==> config.mk <==
export PLATFORM = sky130hd
export DESIGN_NAME = serial_bit_deframer_unit
export DESIGN_NICKNAME = d
export VERILOG_FILES = /design/src/hw/rtl/sbd_pkg.sv /design/src/hw/rtl/sbd_in_stage.sv /design/src/hw/rtl/sbd_core.sv /design/src/hw/rtl/sbd_out_stage.sv /design/src/hw/rtl/serial_bit_deframer_unit.sv
export SDC_FILE = /design/constraint.sdc
export NUM_CORES = 1
export LEC_CHECK = 0
export BUFFER_PORTS_ARGS = -buffer_cell sky130_fd_sc_hd__buf_2
export CORE_UTILIZATION = 40
export DETAILED_ROUTE_END_ITERATION = 8
export HOLD_SLACK_MARGIN = 0.05
export SETUP_SLACK_MARGIN = 0.3
export SYNTH_ARGS = -nofsm -noshare
export SYNTH_HDL_FRONTEND = slang
export SYNTH_SLANG_ARGS = --single-unit
==> constraint.sdc <==
create_clock -name i_clk -period 5.3 [get_ports i_clk]
set_input_delay 1.06 -clock i_clk [delete_from_list [all_inputs] [get_ports i_clk]]
set_output_delay 1.06 -clock i_clk [all_outputs]
set_load 0.01 [all_outputs]
==> src/hw/rtl/sbd_pkg.sv <==
`timescale 1ns / 1ps
// ----------------------------------------------------------------------------
// Serial bit deframer package
// Shared widths, constants and the per-request result record.
// ----------------------------------------------------------------------------
package sbd_pkg;

    localparam int unsigned BYTE_W = 8;

    localparam logic [BYTE_W-1:0] WINDOW_SENTINEL = 8'h01;
    localparam logic [BYTE_W-1:0] LENGTH_RESET    = 8'hff;
    localparam logic [BYTE_W-1:0] COUNT_MAX       = 8'hff;

    typedef struct packed {
        logic              byte_valid;
        logic [BYTE_W-1:0] data_byte;
        logic [BYTE_W-1:0] byte_index;
        logic              header_seen;
        logic              message_done;
        logic              in_message;
        logic              last_bit;
    } t_result;

endpackage

==> src/hw/rtl/sbd_in_stage.sv <==
`timescale 1ns / 1ps
// ----------------------------------------------------------------------------
// Serial bit deframer input stage
// Holds one accepted line bit until the framing logic consumes it.
// ----------------------------------------------------------------------------
module sbd_in_stage (
    input  logic i_clk,
    input  logic i_rst_n,
    input  logic i_valid,
    output logic o_ready,
    input  logic i_bit,
    input  logic i_advance,
    output logic o_valid,
    output logic o_bit
);

    logic r_valid;
    logic r_bit;

    assign o_ready = !r_valid || i_advance;
    assign o_valid = r_valid;
    assign o_bit   = r_bit;

    always_ff @(posedge i_clk) begin
        if (!i_rst_n) begin
            r_valid <= 1'b0;
        end else if (o_ready) begin
            r_valid <= i_valid;
        end
    end

    always_ff @(posedge i_clk) begin
        if (o_ready && i_valid) begin
            r_bit <= i_bit;
        end
    end

endmodule

==> src/hw/rtl/sbd_core.sv <==
`timescale 1ns / 1ps
// ----------------------------------------------------------------------------
// Serial bit deframer core
// Sync hunting, sentinel byte framing, header parsing and length tracking.
// ----------------------------------------------------------------------------
module sbd_core #(
    parameter int unsigned HEADER_BYTES = 4,
    parameter int unsigned INFO_OFFSET  = 1
) (
    input  logic                       i_clk,
    input  logic                       i_rst_n,
    input  logic                       i_en,
    input  logic                       i_bit,
    input  logic [sbd_pkg::BYTE_W-1:0] i_sync_byte,
    output sbd_pkg::t_result           o_result
);

    localparam logic [sbd_pkg::BYTE_W-1:0] HeaderCount = sbd_pkg::BYTE_W'(HEADER_BYTES);
    localparam logic [sbd_pkg::BYTE_W-1:0] InfoIndex   = sbd_pkg::BYTE_W'(INFO_OFFSET);
    localparam logic [sbd_pkg::BYTE_W-1:0] BaseLength  = sbd_pkg::BYTE_W'(HEADER_BYTES + 1);

    logic [sbd_pkg::BYTE_W-1:0] r_window;
    logic                       r_receiving;
    logic                       r_header_done;
    logic [sbd_pkg::BYTE_W-1:0] r_byte_count;
    logic [sbd_pkg::BYTE_W-1:0] r_expected_len;
    logic [sbd_pkg::BYTE_W-1:0] r_info_byte;

    logic [sbd_pkg::BYTE_W-1:0] n_window;
    logic                       n_receiving;
    logic                       n_header_done;
    logic [sbd_pkg::BYTE_W-1:0] n_byte_count;
    logic [sbd_pkg::BYTE_W-1:0] n_expected_len;
    logic [sbd_pkg::BYTE_W-1:0] n_info_byte;
    logic                       byte_full;

    always_comb begin
        byte_full      = r_window[sbd_pkg::BYTE_W-1];
        n_window       = {r_window[sbd_pkg::BYTE_W-2:0], i_bit};
        n_receiving    = r_receiving;
        n_header_done  = r_header_done;
        n_byte_count   = r_byte_count;
        n_expected_len = r_expected_len;
        n_info_byte    = r_info_byte;
        o_result       = '0;
        o_result.last_bit = i_bit;

        if (!r_receiving && (n_window == i_sync_byte)) begin
            n_receiving   = 1'b1;
            n_header_done = 1'b0;
            n_byte_count  = '0;
            n_info_byte   = '0;
            byte_full     = 1'b1;
        end

        if (n_receiving && byte_full) begin
            o_result.byte_valid = 1'b1;
            o_result.data_byte  = n_window;
            o_result.byte_index = n_byte_count;
            if (n_byte_count == InfoIndex) begin
                n_info_byte = n_window;
            end
            if (n_byte_count != sbd_pkg::COUNT_MAX) begin
                n_byte_count = n_byte_count + 8'd1;
            end
            n_window = sbd_pkg::WINDOW_SENTINEL;
        end

        if (n_receiving && (n_byte_count >= HeaderCount)) begin
            if (!n_header_done) begin
                n_expected_len = BaseLength +
                    (n_info_byte[sbd_pkg::BYTE_W-1] ?
                     {1'b0, n_info_byte[sbd_pkg::BYTE_W-2:0]} : '0);
                n_header_done  = 1'b1;
            end else if (n_byte_count > n_expected_len) begin
                n_receiving           = 1'b0;
                n_header_done         = 1'b0;
                n_expected_len        = sbd_pkg::LENGTH_RESET;
                o_result.message_done = 1'b1;
            end
        end

        o_result.header_seen = n_header_done;
        o_result.in_message  = n_receiving;
    end

    always_ff @(posedge i_clk) begin
        if (!i_rst_n) begin
            r_window       <= sbd_pkg::WINDOW_SENTINEL;
            r_receiving    <= 1'b0;
            r_header_done  <= 1'b0;
            r_byte_count   <= '0;
            r_expected_len <= sbd_pkg::LENGTH_RESET;
            r_info_byte    <= '0;
        end else if (i_en) begin
            r_window       <= n_window;
            r_receiving    <= n_receiving;
            r_header_done  <= n_header_done;
            r_byte_count   <= n_byte_count;
            r_expected_len <= n_expected_len;
            r_info_byte    <= n_info_byte;
        end
    end

endmodule

==> src/hw/rtl/sbd_out_stage.sv <==
`timescale 1ns / 1ps
// ----------------------------------------------------------------------------
// Serial bit deframer output stage
// Result register that holds one result until the sink takes it.
// ----------------------------------------------------------------------------
module sbd_out_stage (
    input  logic             i_clk,
    input  logic             i_rst_n,
    input  logic             i_load,
    input  sbd_pkg::t_result i_result,
    input  logic             i_ready,
    output logic             o_space,
    output logic             o_valid,
    output sbd_pkg::t_result o_result
);

    logic             r_valid;
    sbd_pkg::t_result r_result;

    assign o_space  = !r_valid || i_ready;
    assign o_valid  = r_valid;
    assign o_result = r_result;

    always_ff @(posedge i_clk) begin
        if (!i_rst_n) begin
            r_valid <= 1'b0;
        end else if (i_load) begin
            r_valid <= 1'b1;
        end else if (i_ready) begin
            r_valid <= 1'b0;
        end
    end

    always_ff @(posedge i_clk) begin
        if (i_load) begin
            r_result <= i_result;
        end
    end

endmodule

==> src/hw/rtl/serial_bit_deframer_unit.sv <==
`timescale 1ns / 1ps
// ----------------------------------------------------------------------------
// Serial bit deframer unit
// Hunts for a sync byte in a serial bit stream and frames the message bytes.
// ----------------------------------------------------------------------------
// Channel   Direction  Content
// s_axis    in         tdata[0] line_bit
// m_axis    out        tuser byte_valid, tlast message_done, tdata fields below
// cfg       in         i_cfg_we with i_cfg_wdata writes sync_byte
//
// Each request passes an input register, then the framing logic, then a
// result register, which holds the result until m_axis takes it.
// One request is accepted every cycle while the result side keeps up.
// Reset is synchronous and clears the framing state and both stages.
// A stall on m_axis holds the result and the input register fills before
// s_axis_tready drops.
// ----------------------------------------------------------------------------
module serial_bit_deframer_unit #(
    parameter int unsigned HEADER_BYTES = 4,
    parameter int unsigned INFO_OFFSET  = 1
) (
    input  logic        i_clk,
    input  logic        i_rst_n,
    input  logic        i_cfg_we,
    input  logic [7:0]  i_cfg_wdata,
    input  logic        s_axis_tvalid,
    output logic        s_axis_tready,
    input  logic [7:0]  s_axis_tdata,   // [0] line_bit, [7:1] zero
    output logic        m_axis_tvalid,
    input  logic        m_axis_tready,
    output logic [23:0] m_axis_tdata,   // [7:0] data_byte, [15:8] byte_index,
                                        // [16] header_seen, [17] in_message,
                                        // [18] last_bit, [23:19] zero
    output logic        m_axis_tuser,   // [0] byte_valid
    output logic        m_axis_tlast    // message_done
);

    logic [sbd_pkg::BYTE_W-1:0] r_sync_byte;
    logic                       in_valid;
    logic                       in_bit;
    logic                       out_space;
    logic                       advance;
    sbd_pkg::t_result           core_result;
    sbd_pkg::t_result           out_result;

    always_ff @(posedge i_clk) begin
        if (!i_rst_n) begin
            r_sync_byte <= '0;
        end else if (i_cfg_we) begin
            r_sync_byte <= i_cfg_wdata;
        end
    end

    assign advance = in_valid && out_space;

    sbd_in_stage u_in (
        .i_clk     (i_clk),
        .i_rst_n   (i_rst_n),
        .i_valid   (s_axis_tvalid),
        .o_ready   (s_axis_tready),
        .i_bit     (s_axis_tdata[0]),
        .i_advance (advance),
        .o_valid   (in_valid),
        .o_bit     (in_bit)
    );

    sbd_core #(
        .HEADER_BYTES (HEADER_BYTES),
        .INFO_OFFSET  (INFO_OFFSET)
    ) u_core (
        .i_clk       (i_clk),
        .i_rst_n     (i_rst_n),
        .i_en        (advance),
        .i_bit       (in_bit),
        .i_sync_byte (r_sync_byte),
        .o_result    (core_result)
    );

    sbd_out_stage u_out (
        .i_clk    (i_clk),
        .i_rst_n  (i_rst_n),
        .i_load   (advance),
        .i_result (core_result),
        .i_ready  (m_axis_tready),
        .o_space  (out_space),
        .o_valid  (m_axis_tvalid),
        .o_result (out_result)
    );

    assign m_axis_tdata = {5'b0, out_result.last_bit, out_result.in_message,
                           out_result.header_seen, out_result.byte_index,
                           out_result.data_byte};
    assign m_axis_tuser = out_result.byte_valid;
    assign m_axis_tlast = out_result.message_done;

endmodule

==> metrics.txt, run 1 <==
slew margin rel.=between 40% and 50%; sequential share of the synthesized area=between 40% and 50%; WP data arrival=approximately 5000 ps; top post-synthesis cells by count=nand2_1 (57), dfxtp_1 (44), nor2_1 (25); Clock Latency Late Sink=roughly 350 ps; share of post-route cells with drive strength above 1=approximately a fifth; largest net degree at the start of global routing=between 40 and 50; crit path launch=u_core.r_window[6]; CP max FO=7; Final Cell Area=roughly 0.004 mm2; final worst slack=slightly above 600 ps; Fin Hold WS=~480 ps; Critical-path top delay cell=dfxtp_1; Post-Route Utilization=around 47%; post-CTS setup buffers=0; initial core utilization=42.2%; RSZ-0062 raised after global routing=false; EDFF count, synth=22; Worst R2R End=u_core.r_expected_len[5]; Final ANT Viol Nets=0; post-synth top area cell=dfxtp_1; Worst Hold Depth=2; port bufs=36; first-pass iteration count of the detailed router=4; Max H-tree Level=3; flops & latches, synth=66; antenna cells=0; CP Cell Sequence=xnor2_1 > nand4_1 > or3_4 > and2_1 > ha_1 > nand2_1 > or3_4 > nand2_1 > nand2_1 > mux2_2 > ha_1 > nor2b_1 > o21bai_1 > a21oi_1 > a2111oi_0 > a211o_1 > nand3_1 > nand3_4 > nand2_1 > o32a_1; vias in the first global route=about 2500; Syn Inst Count=385; die height=between 90 and 100 um; GRT overflow=0; max incr delay on CP=460 ps; fin crit share=a little under 90%; hold buffer count at cts=0; Least-Margin Pin Slew=760 ps; Power Density=~260 mW/mm2; Num CTS Buffers=9; Hold Path End=u_core.r_expected_len[2]; cell mode on critical path=nand2_1; worst flop-to-flop path startpoint=u_core.r_window[6]; type of the worst min-delay path=flip-flop to flip-flop; total chip power=a little over 1 mW; Iteration-0 DRC Markers=between 100 and 150; die width=between 90 and 100 um; Max VDD drop=roughly 0.11 mV; drt drc=0; layout overhead on the synthesized area=12.4%; Hold Crit Start=u_core.r_expected_len[2]; Clock Path Buffers=2; CTS resizes=0; CP Capture Type=flip-flop; Core ar.=~0.0083 mm2; Setup Skew=10.8 ps; nets@finish=between 400 and 500; Synth Flop Type=dfxtp_1; outcome=finished clean; Max Slew Vio Count=0; total length of routed wires=~7.7 mm; crit path kind=flip-flop to flip-flop; initial antenna violation count=0; post-layout min period=4690 ps; max-cap violations=0; Synth top area share=25.1%; clk sinks=66; Mean Syn Cell Area=9.13 um2; Setup violations, final=0; DP Cell Count=between 500 and 600; Ports=between 40 and 50; yosys warns=0; ranking of synthesized cells by area=dfxtp_1 (25%), edfxtp_1 (19%), nand2_1 (6.1%); Rows=33; wire per inst=14.5 um; ys async rst share=0%; Pleak=about 1.7 nW; cell with the most instances after synthesis=nand2_1; Via Count=between 2000 and 3000; R2R depth=20; root buf cell=clkbuf_8; first-pass GRT wire length=~12 mm; Worst Path Required=between 5000 and 6000 ps; All-Layer GR Usage=18.3%; Filler cells=between 800 and 900; pre-CTS setup slack=~500 ps; Final HPWL DP=5.32 mm; Area after DPL=between 0.003 and 0.004 mm2; Cell variety after synth=a little under 60; routability cong.=slightly below 0.9; mapped cell area=between 0.003 and 0.004 mm2; CTS clk-pin slew, worst paths=80 ps; R2R setup slack=about 600 ps; drt via density=around 5.3; die area=0.00917 mm2; setup TNS=0 ps; CTS tree=done; Worst Setup Start Kind=flip-flop; CP top delay family=simple AND/OR/NAND/NOR gates; max frequency=0.213 GHz; Finished Layout Cells=527; crit path buf inv count=0; Final Hold Vio Count=0
-- metal layers --
layer | track usage (%) | routed length (um) | vias up
li1 | - | - | 1396
met3 | 3.08 | 365 | 9
met5 | 0 | 0 | -
met1 | 24.9 | 3730 | 1307
met2 | 27.7 | 3440 | 62
met4 | 9.58 | 128 | 0
-- placed cells by master, fill, tap and decap left out, types with 11 or more instances in the layout --
master,instances
ha_1,11
buf_2,36
nand3_1,16
inv_1,14
edfxtp_1,22
xnor2_1,13
and3_1,13
and2_1,13
mux2i_1,11
dfxtp_1,41
a21boi_0,14
nor2b_1,16
nor2_1,25
nand2_1,57
-- worst max-delay path by stage --
stage                               endpoint  slack [ps]  cells past startpoint
floorplan                  u_out.o_result[3]         810                     23
global placement    u_core.r_expected_len[5]         630                     21
detailed placement  u_core.r_expected_len[5]         500                     21
CTS                 u_core.r_expected_len[5]         460                     21
global route        u_core.r_expected_len[5]         300                     21
finish              u_core.r_expected_len[5]         610                     20
-- state kept, by name, summed over array words and instances, names as in the netlist --
register / cells
u_out.o_result: 21
r_sync_byte: 8
u_core.r_byte_count: 8
u_core.r_expected_len: 8
u_core.r_info_byte: 8
u_core.r_window: 8
u_core.r_header_done: 1
u_core.r_receiving: 1
u_in.o_bit: 1
u_in.o_valid: 1
u_out.o_valid: 1
-- worst reg2reg max path: cells and delay by family, from the launching register on --
kind            cells  cell delay (ps)
mux                 1              350
compound gates      5             1070
fa+ha+maj           2              560
flops               1              460
xor+xnor            1              150
simple gates       11             2000
-- layout make-up --
type / count / area [um2] / area share, %
Multi-Input combinational cell: 280 / 1800 / 45.5
Sequential cell: 66 / 1550 / 39.1
Timing Repair Buffer: 45 / 248 / 6.27
Tap cell: 105 / 131 / 3.32
Clock buffer: 10 / 128 / 3.23
Inverter: 15 / 56.3 / 1.42
Clock inverter: 6 / 43.8 / 1.11
-- logic make-up (layout without fill, tap and decap cells) --
| group | count (synthesis) | count (layout) | synth area share, % |
|---|---|---|---|
| flip-flops | 66 | 66 | 43.8 |
| AND/OR/NAND/NOR | 168 | 168 | 24.2 |
| AO/OA/AOI/OAI | 69 | 69 | 14.9 |
| buffers and inverters | 43 | 76 | 5.69 |
| XOR/XNOR | 14 | 14 | 3.49 |
| multiplexers | 13 | 13 | 3.88 |
| adder cells (fa/ha/maj) | 11 | 11 | 3.91 |
| other | 1 | 5 | 0.107 |
-- report_power, final --
group / switching, mW / internal (mW) / total [mW]
clock: 0.210 / 0.169 / 0.379
sequential: 0.00932 / 0.537 / 0.547
combinational: 0.0502 / 0.0337 / 0.0839
total: 0.270 / 0.741 / 1.01
No activity file was read; power rests on OpenSTA's default activity.
==> inputs of run 2 (changes only) <==
- CORE_MARGIN: unset -> 5
==> run 2 against run 1 <==
Power up 8.8%. Largest cell class unchanged. Non-clock buffer count unchanged. Critical path depth up 1. Final cell count up 0.57%. Routed wire length up 1.5%.
==> metrics.txt, run 2 (synthesized netlist as in run 1, its figures left out) <==
outcome=finished clean; Core ar.=0.00864 mm2 (+3.5%); Iteration-0 DRC Markers=150 (+19%); vias in the first global route=2614 (+3.7%); largest net degree at the start of global routing=42 (unchanged); wire per inst=14.7 um (+0.97%); Worst R2R End=u_core.r_expected_len[5]; Via Count=2800 (+0.94%); hold buffer count at cts=0 (unchanged); total length of routed wires=7.78 mm (+1.5%); Power Density=275 mW/mm2 (+7.4%); routability cong.=0.899 (+3.3%); R2R depth=21 (+5.0%); type of the worst min-delay path=flip-flop to flip-flop; post-layout min period=4630 ps (-62.2 ps); Max VDD drop=0.116 mV (+8.2%); Final Cell Area=0.00400 mm2 (+1.3%); CTS tree=done; RSZ-0062 raised after global routing=false; Max H-tree Level=3 (unchanged); Filler cells=844 (+1.3%); Clock Path Buffers=2 (unchanged); Switching Fraction=23.8% (-2.9 points); Worst Path Required=5530 ps (about the same); WP data arrival=4860 ps (-70 ps); Least-Margin Pin Slew=820 ps (+60.0 ps); max-cap violations=0 (unchanged); first-pass GRT wire length=13.0 mm (+4.4%); clk sinks=66 (unchanged); CTS clk-pin slew, worst paths=70 ps (about the same); R2R setup slack=670 ps (+60 ps); Worst Hold Depth=2 (unchanged); CP max FO=8 (+1); Setup violations, final=0 (unchanged); root buf cell=clkbuf_8; area occupied by multi-input gates=0.00180 mm2 (about the same); sequential power share=49.7% (-4.4 points); Switch Pwr=0.261 mW (-3.1%); most common cell after layout, fill and taps aside=nand2_1; drt drc=0 (unchanged); Clock Latency Late Sink=340 ps (about the same); antenna cells=0 (unchanged); max frequency=0.216 GHz (+1.3%); first-pass iteration count of the detailed router=4 (unchanged); Pleak=1.69 nW (+2.2%); port bufs=36 (unchanged); Max Slew Vio Count=0 (unchanged); final worst slack=674 ps (+62.2 ps); All-Layer GR Usage=14.8% (-3.5 points); worst flop-to-flop path startpoint=u_core.r_window[5]; share of post-route cells with drive strength above 1=18.7% (unchanged); Final Hold Vio Count=0 (unchanged); Hold Path End=u_core.r_expected_len[2]; Final HPWL DP=5.37 mm (+1.1%); Fin Hold WS=476 ps (+0.158 ps); Num CTS Buffers=9 (unchanged); slew margin rel.=45.3% (-4.0 points); CP Capture Type=flip-flop; combinational power share=7.8% (-0.5 points); die width=104 um (+8.4%); post-CTS setup buffers=0 (unchanged); Sequential cell area=0.00155 mm2 (unchanged); Hold Crit Start=u_core.r_expected_len[2]; fin crit share=87.3% (-1.2 points); Internal=0.838 mW (+13%); layout overhead on the synthesized area=13.9%; Setup Skew=9.13 ps (-1.67 ps); crit path kind=flip-flop to flip-flop; most frequent cells in the layout=nand2_1 (57), dfxtp_1 (41), buf_2 (36); drt via density=5.28 (+0.37%); initial core utilization=40.7% (-1.4 points); clock power share=42.5% (+4.9 points); Ports=49 (unchanged); max reg flops=21 (unchanged); initial antenna violation count=0 (unchanged); Worst Setup Start Kind=flip-flop; Rows=34 (+3.0%); Final ANT Viol Nets=0 (unchanged); GRT overflow=0 (unchanged); Area after DPL=0.00377 mm2 (about the same); pre-CTS setup slack=463 ps (-35.2 ps); die area=0.0108 mm2 (+17%); setup TNS=0 ps (unchanged); die height=104 um (+8.4%); nets@finish=449 (unchanged)
==> run 2: stage by stage <==
stage	util, %	instances	power [mW]
6_report	46.4	530	1.10
5_1_grt	46.4	530	1.15
3_3_place_gp	43.7	514	0.641
2_1_floorplan	-	389	0.617
4_1_cts	46.2	530	1.11
3_5_place_dp	43.7	514	0.644
==> run 2: layer usage <==
layer	routed length, um	track usage (%)	up-vias
met1	3620	20.2	1325
met2	3630	22.7	72
li1	-	-	1394
met5	0	0	-
met4	117	5.64	0
met3	412	3.30	9
==> run 2: final cells by class <==
cell class | instances | share of cell area [%]
clock buffers | 10 | 3.19
inverters | 15 | 1.41
multi-input cells | 280 | 45.0
clock inverters | 6 | 2.28
well taps | 108 | 3.38
repair buffers | 45 | 6.19
flip-flops and latches | 66 | 38.6
==> run 2: worst max-delay path by stage <==
stage,start,end,slack (ps),depth (start not counted)
global placement,u_core.r_window[0],u_core.r_expected_len[5],550,21
global route,u_in.o_bit,u_core.r_expected_len[5],290,21
CTS,u_core.r_window[0],u_core.r_expected_len[5],440,21
detailed placement,u_core.r_window[0],u_core.r_expected_len[5],460,21
floorplan,u_core.r_window[4],u_out.o_result[3],810,23
finish,u_core.r_window[5],u_core.r_expected_len[5],670,21
==> run 2: power by group through the flow <==
stage          clock (mW)  sequential [mW]  combinational [mW]
2_1_floorplan           0            0.560              0.0563
3_3_place_gp            0            0.558              0.0836
3_5_place_dp            0            0.558              0.0857
4_1_cts             0.479            0.546              0.0860
5_1_grt             0.505            0.548              0.0956
6_report            0.467            0.546              0.0853
==> run 2: what timing repair did <==
item,CTS,global route
endpoints found under the setup margin,0,9
endpoints found under the hold margin,0,0
gates resized for setup,0,6
==> run 2: worst max-delay path, cell delays in order (launching register included) <==
cell and delay [ps]:
dfxtp_1 450, xnor2_1 150, nand4_1 220, or3_4 430, and2_1 190, ha_1 270
nand2_1 170, or3_4 160, nor3b_2 200, nand2_1 90, xor2_1 160, nor2_1 200
ha_1 290, nand3_1 100, o21bai_1 110, a21oi_1 70, a2111oi_1 360, a211o_1 180
nand3_1 160, nand3_4 170, nand2_1 140, o32a_1 230
